### src/rtl/core/htfd_pkg.sv
// shared types, constants and the crc-8 byte step for the sensor frame decoder
package htfd_pkg;

	localparam int RAW_W   = 20;
	localparam int HUM_W   = 14;
	localparam int TEMP_W  = 15;
	localparam int IDX_W   = 3;

	// crc-8, polynomial x^8+x^5+x^4+1, msb first, no final xor
	localparam logic [7:0] CRC_POLY = 8'h31;
	localparam logic [7:0] CRC_INIT = 8'hFF;

	// byte positions within the 7-byte frame
	localparam logic [IDX_W-1:0] BYTE_STATUS   = 3'd0;
	localparam logic [IDX_W-1:0] BYTE_HUM_HI   = 3'd1;
	localparam logic [IDX_W-1:0] BYTE_HUM_MID  = 3'd2;
	localparam logic [IDX_W-1:0] BYTE_MIXED    = 3'd3;
	localparam logic [IDX_W-1:0] BYTE_TEMP_MID = 3'd4;
	localparam logic [IDX_W-1:0] BYTE_TEMP_LO  = 3'd5;
	localparam logic [IDX_W-1:0] BYTE_CRC      = 3'd6;
	localparam logic [IDX_W-1:0] BYTE_UNUSED   = 3'd7;

	// scaling: humidity raw*10000 >> 20, temperature (raw*20000 >> 20) - 5000
	localparam logic [13:0]       HUM_SCALE   = 14'd10000;
	localparam logic [14:0]       TEMP_SCALE  = 15'd20000;
	localparam logic [TEMP_W-1:0] TEMP_OFFSET = 15'd5000;

	typedef struct packed {
		logic [RAW_W-1:0] humidity_raw;
		logic [RAW_W-1:0] temperature_raw;
		logic             crc_ok;
	} frame_t;

	function automatic logic [7:0] crc_step(input logic [7:0] crc, input logic [7:0] data);
		logic [7:0] c;
		c = crc ^ data;
		for (int k = 0; k < 8; k++) begin
			if (c[7]) begin
				c = {c[6:0], 1'b0} ^ CRC_POLY;
			end else begin
				c = {c[6:0], 1'b0};
			end
		end
		return c;
	endfunction

endpackage

### src/rtl/core/htfd_ifs.sv
// valid/ready channel interfaces for frame bytes and decoded measurements
interface htfd_rx_if;
	logic       valid;
	logic       ready;
	logic [7:0] rx_byte;
	logic       frame_start;

	modport source (output valid, output rx_byte, output frame_start, input ready);
	modport sink (input valid, input rx_byte, input frame_start, output ready);
endinterface

interface htfd_meas_if;
	logic                                  valid;
	logic                                  ready;
	logic [htfd_pkg::RAW_W-1:0]            humidity_raw;
	logic [htfd_pkg::RAW_W-1:0]            temperature_raw;
	logic [htfd_pkg::HUM_W-1:0]            humidity_centi;
	logic signed [htfd_pkg::TEMP_W-1:0]    temperature_centi;
	logic                                  crc_ok;

	modport source (output valid, output humidity_raw, output temperature_raw,
		output humidity_centi, output temperature_centi, output crc_ok, input ready);
	modport sink (input valid, input humidity_raw, input temperature_raw,
		input humidity_centi, input temperature_centi, input crc_ok, output ready);
endinterface

### src/rtl/core/humidity_temp_frame_decoder_top.sv
// humidity and temperature sensor frame decoder, top level
// Takes the sensor's 7-byte measurement frame one byte per transfer on rx
// (status, five data bytes, crc) and gives one measurement transfer on meas
// for every seventh byte: the two 20-bit raw fields, humidity in 0.01 %rh,
// temperature in 0.01 deg c and crc_ok (crc-8 0x31, init 0xff over bytes 0
// to 5 equals byte 6). frame_start on a byte restarts the count and the crc
// at that byte; without it bytes are simply counted from the last frame end.
// One byte is taken every clock cycle while rx.ready is high. A measurement
// goes from its crc byte transfer into the frame register, then through the
// scaling multipliers into the output register that drives meas. rx.ready
// drops only when both of those registers hold measurements and meas is
// stalled; bytes 0 to 5 wait on the same ready as the crc byte.
module humidity_temp_frame_decoder_top (
	input  logic               clk,
	input  logic               arst_n,
	htfd_rx_if.sink            rx,
	htfd_meas_if.source        meas
);

	// frame assembly state
	logic [htfd_pkg::IDX_W-1:0]  byte_index_q;
	logic [7:0]                  crc_q;
	logic [htfd_pkg::RAW_W-1:0]  humid_q;
	logic [htfd_pkg::RAW_W-1:0]  temp_q;

	// stage 1: assembled frame, stage 2: scaled result
	logic                        valid_s1;
	htfd_pkg::frame_t            frame_s1;
	logic                        valid_s2;
	htfd_pkg::frame_t            frame_s2;
	logic [htfd_pkg::HUM_W-1:0]  hum_centi_s2;
	logic signed [htfd_pkg::TEMP_W-1:0] temp_centi_s2;

	logic [htfd_pkg::IDX_W-1:0]  idx;
	logic [7:0]                  crc_base;
	logic [7:0]                  crc_next;
	logic                        last_byte;
	logic                        rx_xfer;
	logic                        emit;
	logic                        take_s1;
	logic [htfd_pkg::HUM_W-1:0]  hum_centi;
	logic signed [htfd_pkg::TEMP_W-1:0] temp_centi;

	// stage 2 is free or being drained this cycle
	assign take_s1  = !valid_s2 || meas.ready;
	assign rx.ready = !valid_s1 || take_s1;
	assign rx_xfer  = rx.valid && rx.ready;

	// a start flag drops any partial frame; the unused count value reads as byte 0
	always_comb begin
		idx      = rx.frame_start ? htfd_pkg::BYTE_STATUS : byte_index_q;
		crc_base = rx.frame_start ? htfd_pkg::CRC_INIT : crc_q;
		if (idx == htfd_pkg::BYTE_UNUSED) begin
			idx = htfd_pkg::BYTE_STATUS;
		end
	end

	assign last_byte = (idx == htfd_pkg::BYTE_CRC);
	assign emit      = rx_xfer && last_byte;
	assign crc_next  = htfd_pkg::crc_step(crc_base, rx.rx_byte);

	always_ff @(posedge clk or negedge arst_n) begin
		if (!arst_n) begin
			byte_index_q <= htfd_pkg::BYTE_STATUS;
			crc_q        <= htfd_pkg::CRC_INIT;
			humid_q      <= '0;
			temp_q       <= '0;
		end else if (rx_xfer) begin
			if (last_byte) begin
				// frame done, back to the status byte
				byte_index_q <= htfd_pkg::BYTE_STATUS;
				crc_q        <= htfd_pkg::CRC_INIT;
			end else begin
				byte_index_q <= idx + 3'd1;
				crc_q        <= crc_next;
			end
			case (idx)
				htfd_pkg::BYTE_HUM_HI: begin
					humid_q <= {rx.rx_byte, 12'd0};
				end
				htfd_pkg::BYTE_HUM_MID: begin
					humid_q <= humid_q | {8'd0, rx.rx_byte, 4'd0};
				end
				htfd_pkg::BYTE_MIXED: begin
					// high nibble closes humidity, low nibble opens temperature
					humid_q <= humid_q | {16'd0, rx.rx_byte[7:4]};
					temp_q  <= {rx.rx_byte[3:0], 16'd0};
				end
				htfd_pkg::BYTE_TEMP_MID: begin
					temp_q <= temp_q | {4'd0, rx.rx_byte, 8'd0};
				end
				htfd_pkg::BYTE_TEMP_LO: begin
					temp_q <= temp_q | {12'd0, rx.rx_byte};
				end
				default: begin
				end
			endcase
		end
	end

	// stage 1 control: loaded by the crc byte, emptied into stage 2
	always_ff @(posedge clk or negedge arst_n) begin
		if (!arst_n) begin
			valid_s1 <= 1'b0;
		end else if (emit) begin
			valid_s1 <= 1'b1;
		end else if (take_s1) begin
			valid_s1 <= 1'b0;
		end
	end

	always_ff @(posedge clk) begin
		if (emit) begin
			frame_s1.humidity_raw    <= humid_q;
			frame_s1.temperature_raw <= temp_q;
			frame_s1.crc_ok          <= (crc_base == rx.rx_byte);
		end
	end

	htfd_scale u_scale (
		.frame             (frame_s1),
		.humidity_centi    (hum_centi),
		.temperature_centi (temp_centi)
	);

	// stage 2 is the output register
	always_ff @(posedge clk or negedge arst_n) begin
		if (!arst_n) begin
			valid_s2 <= 1'b0;
		end else if (valid_s1 && take_s1) begin
			valid_s2 <= 1'b1;
		end else if (meas.ready) begin
			valid_s2 <= 1'b0;
		end
	end

	always_ff @(posedge clk) begin
		if (valid_s1 && take_s1) begin
			frame_s2      <= frame_s1;
			hum_centi_s2  <= hum_centi;
			temp_centi_s2 <= temp_centi;
		end
	end

	assign meas.valid             = valid_s2;
	assign meas.humidity_raw      = frame_s2.humidity_raw;
	assign meas.temperature_raw   = frame_s2.temperature_raw;
	assign meas.humidity_centi    = hum_centi_s2;
	assign meas.temperature_centi = temp_centi_s2;
	assign meas.crc_ok            = frame_s2.crc_ok;

	// the unused count value is never stored
	assert property (@(posedge clk) disable iff (!arst_n)
		byte_index_q != htfd_pkg::BYTE_UNUSED)
		else $error("byte count reached unused value");

	// a crc byte fills stage 1 and restarts the frame state
	assert property (@(posedge clk) disable iff (!arst_n)
		emit |=> valid_s1 && byte_index_q == htfd_pkg::BYTE_STATUS
			&& crc_q == htfd_pkg::CRC_INIT)
		else $error("crc byte did not close the frame");

	// a start-flagged byte is always taken as the status byte
	assert property (@(posedge clk) disable iff (!arst_n)
		rx_xfer && rx.frame_start |=> byte_index_q == htfd_pkg::BYTE_HUM_HI)
		else $error("start flag did not restart the count");

	// a held frame is never dropped while the output stage is blocked
	assert property (@(posedge clk) disable iff (!arst_n)
		valid_s1 && !take_s1 |=> valid_s1 && $stable(frame_s1))
		else $error("stage 1 frame lost under stall");

	// a crc byte is never accepted while stage 1 cannot move on
	assert property (@(posedge clk) disable iff (!arst_n)
		valid_s1 && !take_s1 |-> !emit)
		else $error("crc byte accepted over a stalled frame");

endmodule

### src/rtl/core/htfd_scale.sv
// constant-multiply scaling of the raw fields to hundredths of %rh and deg c
module htfd_scale (
	input  htfd_pkg::frame_t                   frame,
	output logic [htfd_pkg::HUM_W-1:0]         humidity_centi,
	output logic signed [htfd_pkg::TEMP_W-1:0] temperature_centi
);

	localparam int HUM_PROD_W  = htfd_pkg::RAW_W + 14;
	localparam int TEMP_PROD_W = htfd_pkg::RAW_W + 15;

	logic [HUM_PROD_W-1:0]        hum_prod;
	logic [TEMP_PROD_W-1:0]       temp_prod;
	logic [htfd_pkg::TEMP_W-1:0]  temp_scaled;

	assign hum_prod  = HUM_PROD_W'(frame.humidity_raw) * HUM_PROD_W'(htfd_pkg::HUM_SCALE);
	assign temp_prod = TEMP_PROD_W'(frame.temperature_raw) * TEMP_PROD_W'(htfd_pkg::TEMP_SCALE);

	// drop the 2^20 fraction, result below 10000 and 20000
	assign humidity_centi = hum_prod[HUM_PROD_W-1 -: htfd_pkg::HUM_W];
	assign temp_scaled    = temp_prod[TEMP_PROD_W-1 -: htfd_pkg::TEMP_W];

	assign temperature_centi = $signed(temp_scaled - htfd_pkg::TEMP_OFFSET);

endmodule
### src/flat_wrapper.sv
// flat-port wrapper written by rule: the top's interface ports become plain ports
module humidity_temp_frame_decoder_top_flat 
  (clk, arst_n, rx_valid, rx_rx_byte, rx_frame_start, rx_ready, meas_valid, meas_humidity_raw, meas_temperature_raw, meas_humidity_centi, meas_temperature_centi, meas_crc_ok, meas_ready);
  htfd_rx_if rx_i ();
  htfd_meas_if meas_i ();
  input  logic clk;
  input  logic arst_n;
  input wire logic [$bits(rx_i.valid)-1:0] rx_valid;
  input wire logic [$bits(rx_i.rx_byte)-1:0] rx_rx_byte;
  input wire logic [$bits(rx_i.frame_start)-1:0] rx_frame_start;
  output wire logic [$bits(rx_i.ready)-1:0] rx_ready;
  output wire logic [$bits(meas_i.valid)-1:0] meas_valid;
  output wire logic [$bits(meas_i.humidity_raw)-1:0] meas_humidity_raw;
  output wire logic [$bits(meas_i.temperature_raw)-1:0] meas_temperature_raw;
  output wire logic [$bits(meas_i.humidity_centi)-1:0] meas_humidity_centi;
  output wire logic [$bits(meas_i.temperature_centi)-1:0] meas_temperature_centi;
  output wire logic [$bits(meas_i.crc_ok)-1:0] meas_crc_ok;
  input wire logic [$bits(meas_i.ready)-1:0] meas_ready;
  assign rx_i.valid = rx_valid;
  assign rx_i.rx_byte = rx_rx_byte;
  assign rx_i.frame_start = rx_frame_start;
  assign rx_ready = rx_i.ready;
  assign meas_valid = meas_i.valid;
  assign meas_humidity_raw = meas_i.humidity_raw;
  assign meas_temperature_raw = meas_i.temperature_raw;
  assign meas_humidity_centi = meas_i.humidity_centi;
  assign meas_temperature_centi = meas_i.temperature_centi;
  assign meas_crc_ok = meas_i.crc_ok;
  assign meas_i.ready = meas_ready;
  humidity_temp_frame_decoder_top u_core (.clk(clk), .arst_n(arst_n), .rx(rx_i), .meas(meas_i));
endmodule
### config.mk
export PLATFORM = sky130hd
export DESIGN_NAME = humidity_temp_frame_decoder_top_flat
export DESIGN_NICKNAME = d
export VERILOG_FILES = /design/src/rtl/core/htfd_pkg.sv /design/src/rtl/core/htfd_ifs.sv /design/src/rtl/core/humidity_temp_frame_decoder_top.sv /design/src/rtl/core/htfd_scale.sv /design/src/flat_wrapper.sv
export SDC_FILE = /design/constraint.sdc
export NUM_CORES = 1
export LEC_CHECK = 0
export BUFFER_PORTS_ARGS = -buffer_cell sky130_fd_sc_hd__buf_2
export CAP_MARGIN = 20
export CORE_MARGIN = 2
export CORE_UTILIZATION = 50
export DETAILED_ROUTE_END_ITERATION = 6
export HOLD_SLACK_MARGIN = 0.1
export PLACE_DENSITY = 0.71
export SYNTH_ARGS = -nofsm -noshare
export SYNTH_HDL_FRONTEND = slang
export SYNTH_SLANG_ARGS = --single-unit
### constraint.sdc
create_clock -name clk -period 7.9 [get_ports clk]
set_input_delay 1.58 -clock clk [delete_from_list [all_inputs] [get_ports clk]]
set_output_delay 1.58 -clock clk [all_outputs]
set_load 0.02 [all_outputs]
Word level (Yosys, flattened, before mapping):

Index checks and enable logic that the tools add are counted.

* register bits after elaboration: 164
* memory bits (read-only): 0
* RAM bits: 0
* bits in latches: 0
* memories kept: 0

* multiplexer cells: 19
* reduce and logical (&&, ||, !) cells: 13
* $mul: 2
* shift-type cells: 0
* bitwise logic cells: 13
* magnitude comparators: 0
* add/subtract/negate cells: 2
* eq/ne operators: 8
* div/mod/pow operators: 0

Operator list (number)
* $pmux W20 S3: 2
* $mul A20 B10 Y30 const B: 2
* $mux W6: 8
* $not A3 Y3: 8
* $or A20 B12 Y20: 1
* $or A20 B16 Y20: 1
* $or A20 B4 Y20: 1
* $or A20 B8 Y20: 1
* $mux W8: 2
* $sub A15 B13 Y15 const B: 1
* $eq A3 B3 Y1 const B: 4
* $mux W3: 3
* $eq A8 B8 Y1: 1
* $xor A8 B8 Y8: 1
* $eq A3 B2 Y1 const B: 2
* $reduce_bool A3 Y1: 2
* $mux W1: 4
* $reduce_and A2 Y1: 2
* $reduce_bool A2 Y1: 2
* $add A3 B1 Y3 const B: 1
* $eq A3 B1 Y1 const B: 1
* $logic_and A1 B1 Y1: 3
* $logic_not A1 Y1: 2
* $logic_or A1 B1 Y1: 2

Logic depth before layout (Yosys ltp):

* depth in word-level cells: 19
* gate-level depth with buffers: 26

Hierarchy:

From an unflattened synthesis, not the netlist that was laid out.

* cell total of the unflattened synthesis: 1093
* area total of the unflattened synthesis: 12177.9 um^2

Modules (own cells, without submodules)
* htfd_scale: cells an instance 726, sequential area each 0.0 um^2, instances 1, area an instance 6204.7 um^2
* humidity_temp_frame_decoder_top: cells an instance 367, sequential area each 4669.5 um^2, instances 1, area an instance 5973.2 um^2

Worst setup path after synthesis:

OpenSTA, ideal clock, no wires.

* path type: reg2reg
* start: reg u_core.frame_s1[13] (netlist bit)
* end: reg u_core.temp_centi_s2 (netlist bit u_core.meas.temperature_centi[13]) (data pin)
* arrival time: 5.830 ns
* cell stages (with the launch flop): 24
* path slack: 1.810 ns
* required time: 7.640 ns
* library setup time: 0.260 ns
* buffers on the path: 0
* cell sequence: edfxtp_1 > inv_1 > fa_1 > inv_1 > ha_1 > fa_1 > ha_1 > inv_1 > fa_1 > inv_1 > ha_1 > nand2_1 > or3_1 > a31o_2 > o21bai_1 > xnor2_1 > ha_1 > or4b_2 > mux2i_1 > o22ai_1 > a41oi_1 > a221oi_1 > nor3_1 > xnor2_1

* longest elaborated chain between the ends: 2

RTL lines
* start: declaration: RTL line humidity_temp_frame_decoder_top.sv:28 `htfd_pkg::frame_t frame_s1;`
* $mul A20 B10 Y30: RTL line htfd_scale.sv:16 `assign temp_prod = TEMP_PROD_W'(frame.temperature_raw) * TEMP_PROD_W'(htfd_pkg::TEMP_SCALE);`
* $sub A15 B13 Y15: RTL line htfd_scale.sv:22 `assign temperature_centi = $signed(temp_scaled - htfd_pkg::TEMP_OFFSET);`
* net u_core.temp_centi, one bit: RTL line humidity_temp_frame_decoder_top.sv:42 `logic signed [htfd_pkg::TEMP_W-1:0] temp_centi;`
* end signal: assignment: RTL line humidity_temp_frame_decoder_top.sv:141 `temp_centi_s2 <= temp_centi;`
* end: declaration: RTL line humidity_temp_frame_decoder_top.sv:32 `logic signed [htfd_pkg::TEMP_W-1:0] temp_centi_s2;`

The timed path passes the listed nets, and every way through them passes these cells.
A chain may end at the register's enable or synchronous reset.

Worst setup path after layout:

* start: reg u_core.frame_s1[11] (netlist bit)
* end: reg u_core.temp_centi_s2 (netlist bit u_core.meas.temperature_centi[13]) (data pin)

The elaborated chain is that of the path after synthesis.

==> results.sh <==
export IMPL_ys_seq_elements=164
export IMPL_skew_ps=14.51
export IMPL_grt_max_degree=71
export IMPL_grt_pass1_vias=7451
export IMPL_core_area_um2=23400
export IMPL_wl_per_cell_um=15.30
export IMPL_fillCellCount=1954
export IMPL_period_minus_slack_ps=6580
export IMPL_r2r_cells=23
export IMPL_slew_violations=0
export IMPL_r2r_start="u_core.frame_s1[11]$_DFFE_PP_"
export IMPL_drive_gt1_share_pct=13.77
export IMPL_tightest_slew_ps=994.7
export IMPL_antenna_found_initial=0
export IMPL_dp_hpwl_mm=16.94
export IMPL_fp_dieW_um=158.2
export IMPL_slew_headroom_pct=33.69
export IMPL_avgSynthCellArea_um2=11.53
export IMPL_post_route_period_util_pct=83.30
export IMPL_synthToLayoutAreaGrowth_pct=11.43
export IMPL_postRouteAntennaNets=0
export IMPL_ys_async_sr_fraction_pct=32.32
export IMPL_numCtsBuffers=17
export IMPL_crit_chain="inv_1, fa_1, inv_1, ha_1, fa_1, ha_1, inv_1, fa_1, inv_1, ha_1, nand2_1, or3_1, a31o_2, o21bai_1, xnor2_1, ha_1, or4b_2, mux2i_1, o22ai_1, a41oi_1, a221oi_1, nor3_1, xnor2_1"
export IMPL_crit_buf_inv=4
export IMPL_vdd_ir_drop_max_v=0.0001834
export IMPL_initial_utilization_pct=50.80
export IMPL_reg2reg_to="u_core.meas.temperature_centi[13]$_DFFE_PP_"
export IMPL_total_leakage_power_nw=6.263
export IMPL_power_w=0.002491
export IMPL_dieArea_um2=25030
export IMPL_fin_ws_ps=1320
export IMPL_path_clk_slew_ps=70
export IMPL_cts_setup_buffers=0
export IMPL_htreeDepth=4
export IMPL_drt_iter0_drc=435
export IMPL_drc=0
export IMPL_critPathArrivalTime_ps=6760
export IMPL_num_antenna_cells=0
export IMPL_crit_family="adder cells"
export IMPL_netlist_cell_type_count=62
export IMPL_io_pin_count=85
export IMPL_globalplace_congestion=0.8284
export IMPL_cts_sinks=164
export IMPL_setup_viol=0
export IMPL_hold_viol=0
export IMPL_max_freq_ghz=0.1520
export IMPL_syn_inst=1031
export IMPL_cp_slowest_cell="fa_1"
export IMPL_maxCapViolations=0
export IMPL_crit_path_max_fanout=5
export IMPL_die_h_um=158.2
export IMPL_post_drt_via_cell_ratio=5.137
export IMPL_hold_path_end="u_core.meas.crc_ok$_DFFE_PP_"
export IMPL_route_vias_total=7459
export IMPL_fin_tns_setup_ps=0
export IMPL_path_class="register to register"
export IMPL_cp_end_kind="register"
export IMPL_synth_flop_cell="edfxtp_1"
export IMPL_powerDensity_nw_per_um2=188.1
export IMPL_cp_slowest_stage_delay_ps=600
export IMPL_dp_cells=1420
export IMPL_hold_class="register to register"
export IMPL_cts_hold_buf=0
export IMPL_hp_start="u_core.frame_s1[0]$_DFFE_PP_"
export IMPL_hold_depth=0
export IMPL_rsz0062_at_grt="no"
export IMPL_clockBufferDepth=2
export IMPL_synth_seq_area_share_pct=39.28
export IMPL_cts_tree="yes"
export IMPL_syn_cell_area_um2=11890
export IMPL_ff2ff_setup_slack_ps=1320
export IMPL_dr_pass1_iters=5
export IMPL_wl_mm=22.21
export IMPL_instances_no_fill=1452
export IMPL_syn_nets=1298
export IMPL_cts_root_buffer="clkbuf_16"
export IMPL_required_ps=8070
export IMPL_dp_slack_ps=1365
export IMPL_insertion_delay_ps=430
export IMPL_port_buffers=84
export IMPL_critPathLaunchType="register"
export IMPL_nNetsFinal=1387
export IMPL_rows=56
export IMPL_track_usage_pct=19.18
export IMPL_cts_resized=0
export IMPL_synth_edff_count=111
export IMPL_grt_overflow=0
export IMPL_outcome="finished clean"
export IMPL_yosys_warnings=0
export IMPL_grt_pass1_wl_mm=37.25
## flip-flops by register name, indices dropped and copies added (netlist names)
signal / flops
u_core.meas.humidity_raw: 20
u_core.meas.valid: 1
u_core.meas.temperature_centi: 15
u_core.valid_s1: 1
u_core.crc_q: 8
u_core.humid_q: 20
u_core.meas.temperature_raw: 20
u_core.meas.humidity_centi: 14
u_core.frame_s1: 41
u_core.meas.crc_ok: 1
u_core.byte_index_q: 3
u_core.temp_q: 20
## Yosys cell counts (all sizes together), types with 13 or more instances
cell      n  area share, %
a21oi    62            2.6
clkbuf   16           0.51
dfrtp    45            9.5
edfxtp  111             28
fa       92             15
ha      162             17
inv     221            7.0
mux2     13            1.2
nand2    30           0.95
nor2     59            1.9
o21ai    16           0.71
xnor2    38            2.8
xor2     21            1.5
## cells in the final DEF, fill, tap and decap left out, drive strengths merged, types with 12 or more instances in the layout
cell,n
nor2,59
xor2,21
clkbuf,17
o21ai,16
inv,232
nor3,12
xnor2,38
mux2,13
buf,89
ha,162
fa,92
a21oi,62
dfrtp,45
edfxtp,111
nand2,30
## report_power, final
part           internal [W]  switching [W]  leakage [nW]  total [W]
Clock              0.000417       0.000377         0.283   0.000794
Sequential          0.00110      0.0000934          1.64    0.00119
Combinational      0.000241       0.000265          4.34   0.000506
## layer usage
metal	global-route usage (%)	up-vias	routed length, um
li1	-	3636	-
met1	27.05	3664	10580
met2	31.04	140	10490
met3	2.929	19	832
met4	5.363	0	307
met5	0	-	0
## cells by family (layout without fill, tap and decap cells)
logic type      after synthesis  count (layout)  share of synthesized area, %
compound gates              148             148                         8.703
xor+xnor                     59              59                         4.346
fa+ha+maj                   254             254                         32.54
buf+inv                     240             342                         7.598
flops                       164             164                         39.28
mux                          15              15                         1.400
simple gates                151             151                         6.136
## worst register-to-register path, cell delays in order (launching register included)
cell and delay (ps):
edfxtp_1 390, inv_1 170, fa_1 600, inv_1 60
ha_1 290, fa_1 480, ha_1 300, inv_1 50
fa_1 490, inv_1 40, ha_1 350, nand2_1 100
or3_1 380, a31o_2 230, o21bai_1 190, xnor2_1 200
ha_1 290, or4b_2 600, mux2i_1 140, o22ai_1 140
a41oi_1 350, a221oi_1 130, nor3_1 250, xnor2_1 90
## worst max path at each step
| stage | from | to | slack (ps) | cells past startpoint |
|---|---|---|---|---|
| floorplan | u_core.frame_s1[13]$_DFFE_PP_ | u_core.meas.temperature_centi[13]$_DFFE_PP_ | 1810 | 23 |
| global route | u_core.frame_s1[15]$_DFFE_PP_ | u_core.meas.temperature_centi[13]$_DFFE_PP_ | 870 | 23 |
| detailed placement | u_core.frame_s1[11]$_DFFE_PP_ | u_core.meas.temperature_centi[13]$_DFFE_PP_ | 1370 | 23 |
| finish | u_core.frame_s1[11]$_DFFE_PP_ | u_core.meas.temperature_centi[13]$_DFFE_PP_ | 1320 | 23 |
| global placement | u_core.frame_s1[15]$_DFFE_PP_ | u_core.meas.temperature_centi[13]$_DFFE_PP_ | 1490 | 23 |
| CTS | u_core.frame_s1[11]$_DFFE_PP_ | u_core.meas.temperature_centi[13]$_DFFE_PP_ | 1310 | 22 |
## layout make-up
cell class	count	area [um2]	area share, %
clock buffers	17	425.4	3.211
clock inverters	15	137.6	1.039
inverters	221	829.5	6.262
multi-input cells	627	6329	47.77
flip-flops and latches	164	4669	35.25
well taps	319	399.1	3.013
repair buffers	89	457.9	3.457
## stage by stage
| step | hold WS, ps | cell area, um2 | util (%) |
|---|---|---|---|
| 2_1_floorplan | 400.3 | 11890 | - |
| 3_5_place_dp | 410.4 | 12680 | 54.20 |
| 4_1_cts | 441.7 | 13250 | 56.61 |
| 5_1_grt | 457.9 | 13250 | 56.61 |
| 6_report | 439.8 | 13250 | 56.61 |
| 3_3_place_gp | 409.6 | 12680 | 54.20 |
No activity file was read; power rests on OpenSTA's default activity.
